**config.mk**
```make
export PLATFORM = sky130hd
export DESIGN_NAME = gpio_port_with_lock
export DESIGN_NICKNAME = d
export VERILOG_FILES = /design/src/rtl/gpl_pkg.sv /design/src/rtl/gpl_core.sv /design/src/rtl/gpio_port_with_lock.sv
export SDC_FILE = /design/constraint.sdc
export NUM_CORES = 1
export LEC_CHECK = 0
export ABC_AREA = 1
export BUFFER_PORTS_ARGS = -buffer_cell sky130_fd_sc_hd__buf_2
export CAP_MARGIN = 20
export CORE_UTILIZATION = 26
export DETAILED_ROUTE_END_ITERATION = 8
export SLEW_MARGIN = 15
export SYNTH_ARGS = -nofsm -noshare
export SYNTH_HDL_FRONTEND = slang
export SYNTH_SLANG_ARGS = --single-unit
```
**constraint.sdc**
```tcl
create_clock -name clk -period 5.4 [get_ports clk]
set_input_delay 0 -clock clk [delete_from_list [all_inputs] [get_ports clk]]
set_output_delay 0 -clock clk [all_outputs]
set_load 0.005 [all_outputs]
```
**src/rtl/gpl_pkg.sv**
```systemverilog
package gpl_pkg;

    localparam int unsigned PIN_COUNT = 16;

    localparam logic [31:0] CFG_RESET = 32'h4444_4444;
    localparam int unsigned KEY_POS   = 16;

    localparam logic OP_READ  = 1'b0;
    localparam logic OP_WRITE = 1'b1;

    localparam logic [2:0] SEL_CRL    = 3'd0;
    localparam logic [2:0] SEL_CRH    = 3'd1;
    localparam logic [2:0] SEL_IDR    = 3'd2;
    localparam logic [2:0] SEL_ODR    = 3'd3;
    localparam logic [2:0] SEL_BSRR   = 3'd4;
    localparam logic [2:0] SEL_BRR    = 3'd5;
    localparam logic [2:0] SEL_LCKR   = 3'd6;
    localparam logic [2:0] SEL_UNUSED = 3'd7;

    typedef enum logic [1:0] {
        LOCK_IDLE  = 2'd0,
        LOCK_KEY1  = 2'd1,
        LOCK_KEY0  = 2'd2,
        LOCK_KEY1B = 2'd3
    } lock_step_t;

    typedef struct packed {
        logic        opcode;
        logic [2:0]  reg_select;
        logic [31:0] write_data;
        logic [15:0] pin_levels;
    } req_t;

    typedef struct packed {
        logic [31:0] read_data;
        logic [15:0] pin_drive;
        logic        lock_active;
    } rsp_t;

endpackage

```
**src/rtl/gpl_core.sv**
```systemverilog
module gpl_core #(
    parameter int unsigned PIN_COUNT = gpl_pkg::PIN_COUNT
) (
    input  logic          clk,
    input  logic          rst_n,
    input  logic          take,
    input  gpl_pkg::req_t item,
    output gpl_pkg::rsp_t result
);

    localparam logic [15:0] PinMask = 16'((17'd1 << PIN_COUNT) - 17'd1);

    logic [31:0]         cfg_low_reg, cfg_low_next;
    logic [31:0]         cfg_high_reg, cfg_high_next;
    logic [15:0]         latch_reg, latch_next;
    logic [15:0]         lock_bits_reg, lock_bits_next;
    logic                lock_key_reg, lock_key_next;
    gpl_pkg::lock_step_t lock_step_reg, lock_step_next;

    always_ff @(posedge clk or negedge rst_n)
    begin
        if (!rst_n)
        begin
            cfg_low_reg   <= gpl_pkg::CFG_RESET;
            cfg_high_reg  <= gpl_pkg::CFG_RESET;
            latch_reg     <= '0;
            lock_bits_reg <= '0;
            lock_key_reg  <= 1'b0;
            lock_step_reg <= gpl_pkg::LOCK_IDLE;
        end
        else if (take)
        begin
            cfg_low_reg   <= cfg_low_next;
            cfg_high_reg  <= cfg_high_next;
            latch_reg     <= latch_next;
            lock_bits_reg <= lock_bits_next;
            lock_key_reg  <= lock_key_next;
            lock_step_reg <= lock_step_next;
        end
    end

    logic [31:0] frozen_low;
    logic [31:0] frozen_high;
    logic [15:0] wr_lo;
    logic [15:0] wr_hi;
    logic [15:0] lck_bits;
    logic        key_bit;
    logic        same_bits;
    logic [31:0] rd;

    always_comb
    begin
        for (int i = 0; i < 8; i++)
        begin
            frozen_low[4*i +: 4]  = {4{lock_key_reg & lock_bits_reg[i]}};
            frozen_high[4*i +: 4] = {4{lock_key_reg & lock_bits_reg[8+i]}};
        end
    end

    always_comb
    begin
        wr_lo     = item.write_data[15:0];
        wr_hi     = item.write_data[31:16];
        lck_bits  = wr_lo & PinMask;
        key_bit   = item.write_data[gpl_pkg::KEY_POS];
        same_bits = (lck_bits == lock_bits_reg);

        cfg_low_next   = cfg_low_reg;
        cfg_high_next  = cfg_high_reg;
        latch_next     = latch_reg;
        lock_bits_next = lock_bits_reg;
        lock_key_next  = lock_key_reg;
        lock_step_next = lock_step_reg;
        rd             = '0;

        if (item.opcode == gpl_pkg::OP_WRITE)
        begin
            case (item.reg_select)
                gpl_pkg::SEL_CRL:
                    cfg_low_next = (cfg_low_reg & frozen_low)
                                 | (item.write_data & ~frozen_low);
                gpl_pkg::SEL_CRH:
                    cfg_high_next = (cfg_high_reg & frozen_high)
                                  | (item.write_data & ~frozen_high);
                gpl_pkg::SEL_ODR:
                    latch_next = wr_lo & PinMask;
                gpl_pkg::SEL_BSRR:
                    latch_next = ((latch_reg & ~wr_hi) | wr_lo) & PinMask;
                gpl_pkg::SEL_BRR:
                    latch_next = latch_reg & ~wr_lo & PinMask;
                gpl_pkg::SEL_LCKR:
                begin
                    if (lock_key_reg)
                    begin
                        lock_step_next = gpl_pkg::LOCK_IDLE;
                    end
                    else
                    begin
                        lock_bits_next = lck_bits;
                        if (lock_step_reg == gpl_pkg::LOCK_KEY1 && !key_bit && same_bits)
                            lock_step_next = gpl_pkg::LOCK_KEY0;
                        else if (lock_step_reg == gpl_pkg::LOCK_KEY0 && key_bit && same_bits)
                            lock_step_next = gpl_pkg::LOCK_KEY1B;
                        else if (key_bit)
                            lock_step_next = gpl_pkg::LOCK_KEY1;
                        else
                            lock_step_next = gpl_pkg::LOCK_IDLE;
                    end
                end
                default:
                    ;
            endcase
        end
        else
        begin
            case (item.reg_select)
                gpl_pkg::SEL_CRL:  rd = cfg_low_reg;
                gpl_pkg::SEL_CRH:  rd = cfg_high_reg;
                gpl_pkg::SEL_IDR:  rd = {16'd0, item.pin_levels & PinMask};
                gpl_pkg::SEL_ODR:  rd = {16'd0, latch_reg};
                gpl_pkg::SEL_LCKR:
                begin
                    // first read after a full sequence still shows the key clear
                    rd = {15'd0, lock_key_reg, lock_bits_reg};
                    if (!lock_key_reg && lock_step_reg == gpl_pkg::LOCK_KEY1B)
                        lock_key_next = 1'b1;
                    lock_step_next = gpl_pkg::LOCK_IDLE;
                end
                default:           rd = '0;
            endcase
        end

        result.read_data   = rd;
        result.pin_drive   = latch_next;
        result.lock_active = lock_key_next;
    end

endmodule

```
**src/rtl/gpio_port_with_lock.sv**
```systemverilog
// Channel   Valid      Stall      Payload            Accepted when
// request   req_valid  req_stall  req (gpl_pkg::req_t)  req_valid && !req_stall
// response  rsp_valid  rsp_stall  rsp (gpl_pkg::rsp_t)  rsp_valid && !rsp_stall
//
// One item per cycle sustained while the response is not stalled; each taken item passes
// through the input register, then the result register, before it leaves on the response.
// Register state is updated when an item moves from the input register to the
// result register, so a stalled response holds everything behind it.
// req_stall rises only when both registers are full and rsp_stall is high.
// rst_n clears all valid bits and the port registers at once.
module gpio_port_with_lock #(
    parameter int unsigned PIN_COUNT = gpl_pkg::PIN_COUNT
) (
    input  logic          clk,
    input  logic          rst_n,
    input  logic          req_valid,
    output logic          req_stall,
    input  gpl_pkg::req_t req,
    output logic          rsp_valid,
    input  logic          rsp_stall,
    output gpl_pkg::rsp_t rsp
);

    logic          s1_valid_reg;
    gpl_pkg::req_t s1_item_reg;
    logic          rsp_valid_reg;
    gpl_pkg::rsp_t rsp_item_reg;
    gpl_pkg::rsp_t result;
    logic          advance;

    assign advance   = s1_valid_reg && (!rsp_valid_reg || !rsp_stall);
    assign req_stall = s1_valid_reg && rsp_valid_reg && rsp_stall;
    assign rsp_valid = rsp_valid_reg;
    assign rsp       = rsp_item_reg;

    gpl_core #(
        .PIN_COUNT (PIN_COUNT)
    ) u_core (
        .clk    (clk),
        .rst_n  (rst_n),
        .take   (advance),
        .item   (s1_item_reg),
        .result (result)
    );

    always_ff @(posedge clk or negedge rst_n)
    begin
        if (!rst_n)
        begin
            s1_valid_reg  <= 1'b0;
            rsp_valid_reg <= 1'b0;
        end
        else
        begin
            if (!req_stall)
                s1_valid_reg <= req_valid;
            if (advance)
                rsp_valid_reg <= 1'b1;
            else if (!rsp_stall)
                rsp_valid_reg <= 1'b0;
        end
    end

    always_ff @(posedge clk)
    begin
        if (!req_stall && req_valid)
            s1_item_reg <= req;
        if (advance)
            rsp_item_reg <= result;
    end

endmodule

```
==> results_dict.tcl <==
set metrics [dict create \
    synth_top_cell_area_share_pct 36.1 \
    finalNetCount 1066 \
    die_area_sq_mm 0.0330 \
    clk_latency_ns 0.51 \
    hp-class "primary input to asynchronous set/reset pin" \
    multiInputGateArea_sq_mm 0.00243 \
    core_sq_mm 0.0316 \
    htreeDepth 1 \
    area_growth_pct 27.8 \
    powerDensity_mw_per_mm2 396 \
    antenna_found_initial 0 \
    cts.sinks 202 \
    initial_core_util_pct 26.5 \
    die_x_um 182 \
    cp.arrival_ns 3.40 \
    finClkSkew_ns 0.0185 \
    num_vias 6428 \
    cts_setup_buffers 0 \
    drtPass1Iterations 5 \
    final-seq-area_sq_mm 0.00558 \
    worstSetupStartpointType "register" \
    drt_iter0_drc 425 \
    cts.clk_slew.worst_paths_ns 0.06 \
    drv_slew 0 \
    synthesis.nets 897 \
    syn_inst 841 \
    drt_wl_total_um 23100 \
    gp_congestion 0.845 \
    ant_nets 0 \
    setup_tns_ns 0 \
    grt_setup_unrepaired "false" \
    grt_max_degree 62 \
    slew_headroom_pct 28.6 \
    grt_pass1_vias 6375 \
    drive_above_1_share_pct 16.8 \
    regToRegSetupSlack_ns 2.23 \
    synth_top_cell_by_area "edfxtp_1" \
    ys_seq_area_share_pct 66.5 \
    fp.dieH_um 182 \
    period_minus_slack_ns 3.17 \
    required_ns 5.63 \
    avgSynthCellArea_sq_um 9.98 \
    power.leakage_nw 4.58 \
    ir_drop_v 0.000198 \
    ioPinCount 107 \
    post-dp-hpwl_um 15400 \
    max_freq_ghz 0.315 \
    cts_buffers 22 \
    syn_area_sq_mm 0.00840 \
    cts_tree "done" \
    antenna_cells 0 \
    power.total_w 0.00425 \
    cap_violations 0 \
    grt_overflow_total 0 \
    tightest_slew_ns 1.07 \
    drc 0 \
    finalCritPeriodShare_pct 58.7 \
    cts_buffer_depth 3 \
    critPathMaxFanout 22 \
    rows 65 \
    fillers 3230 \
    setup_viol 0 \
    hold_viol 0 \
    critPathKind "register to register" \
    synth_area_leaders "edfxtp_1 (36%), dfrtp_1 (25%), nand2_1 (12%), o21ai_0 (6.1%), dfstp_2 (5.0%)" \
    yosys.cell_types.count 24 \
    outcome "complete, no violations" \
    wl_per_cell_um 16.1 \
    clockRootBuffer "clkbuf_16" \
    ys_ff_latch 202 \
    io_buffers 106 \
    vias_per_cell 4.50 \
    grt_pass1_wl_um 35900 \
    grt.total_usage_pct 14.1 \
    crit_path_end_kind "register" \
    yosys_warnings 0 \
]
-- area by class of cell --
class	instances	share of cell area [%]
Clock buffer	37	6.93
Clock inverter	3	0.140
Inverter	76	2.66
Multi-Input combinational cell	537	22.7
Sequential cell	202	52.0
Tap cell	402	4.69
Timing Repair Buffer	171	10.9
-- layer usage --
metal / track usage (%) / vias up / wire length, um
li1: - / 3117 / -
met1: 19.9 / 3079 / 10700
met2: 22.7 / 201 / 10600
met3: 2.13 / 31 / 1240
met4: 3.49 / 0 / 459
met5: 0 / - / 0
-- path summary, 6_finish.rpt --
path | start | end | depth (start not counted)
max in group asynchronous | rst_n | asynchronous set/reset pin | 3
hold / removal | rst_n | s1_valid_reg | 2
min in group clk | req[20] | s1_item_reg[20] | 2
hold reg to reg | u_core.latch_reg[2] | u_core.latch_reg[2] | 2
setup reg to reg | s1_item_reg[50] | rsp[13] | 5
setup / recovery | s1_item_reg[50] | rsp[13] | 5
-- critical path: stages (launching register included) --
cell and delay [ns]:
edfxtp_1 0.96, nand3_1 0.74, nand3_1 0.28, nand2_1 0.46, o21bai_1 0.31, nand2_1 0.13
-- stage by stage --
step	instance area [sq um]	instances	util, %	worst slack [ns]	hold slack (ns)
CTS	10700	1427	33.9	1.96	0.0320
finish	10700	1428	33.9	2.23	0.00914
detailed placement	9390	1330	29.7	2.00	0.0213
floorplan	8400	841	-	2.52	-0.296
global route	10700	1428	33.9	2.03	0.0479
global placement	9390	1330	29.7	2.14	0.0176
-- power breakdown --
part           switching [W]  leakage [nW]  internal, W
Clock               0.000605         0.374     0.000938
Sequential          0.000155          2.26      0.00197
Combinational       0.000349          1.95     0.000235
-- cell families (layout without fill, tap and decap cells) --
| group | after synthesis | in the layout | share of synthesized area [%] |
|---|---|---|---|
| buffers and inverters | 102 | 287 | 4.60 |
| xor gates and xnor gates | 12 | 12 | 1.25 |
| AOI/OAI and AO/OA | 170 | 170 | 10.9 |
| and+or+nand+nor | 355 | 355 | 16.8 |
| DFF | 202 | 202 | 66.5 |
-- layout by cell type, fill, tap and decap left out, types with 2 or more instances in the layout --
cell type	instances
nand2_1	276
inv_2	3
xnor2_1	8
o21bai_1	16
o21ai_0	103
clkbuf_16	27
dfstp_2	16
nand3_1	34
nand4_1	2
clkinv_2	3
buf_4	8
buf_2	105
clkbuf_8	3
nor2_1	37
clkbuf_1	7
edfxtp_1	101
a21oi_1	22
dfrtp_1	85
o21ai_1	13
inv_1	72
xor2_1	4
o22ai_1	14
dlygate4sd3_1	57
nor3_2	3
-- what timing repair did --
| action | 4_1_cts | 5_1_grt |
|---|---|---|
| hold endpoints to repair | 94 | 0 |
| resized for setup | 0 | 0 |
| hold buffers | 57 | 0 |
-- cell usage after synthesis --
library cell / number
a21oi_1: 22
buf_2: 3
o21ai_1: 13
nand3_1: 34
o22ai_1: 14
inv_1: 73
o21ai_0: 103
nand2_1: 276
xnor2_1: 8
a21oi_2: 1
dfrtp_1: 85
nor3_1: 1
o21bai_1: 16
nor3_2: 4
xor2_1: 4
o211ai_1: 1
nor2_2: 1
dfstp_2: 16
nor2_1: 37
clkbuf_1: 23
inv_2: 1
clkinv_1: 2
nand4_1: 2
edfxtp_1: 101
(Power assumes the default switching activity.)
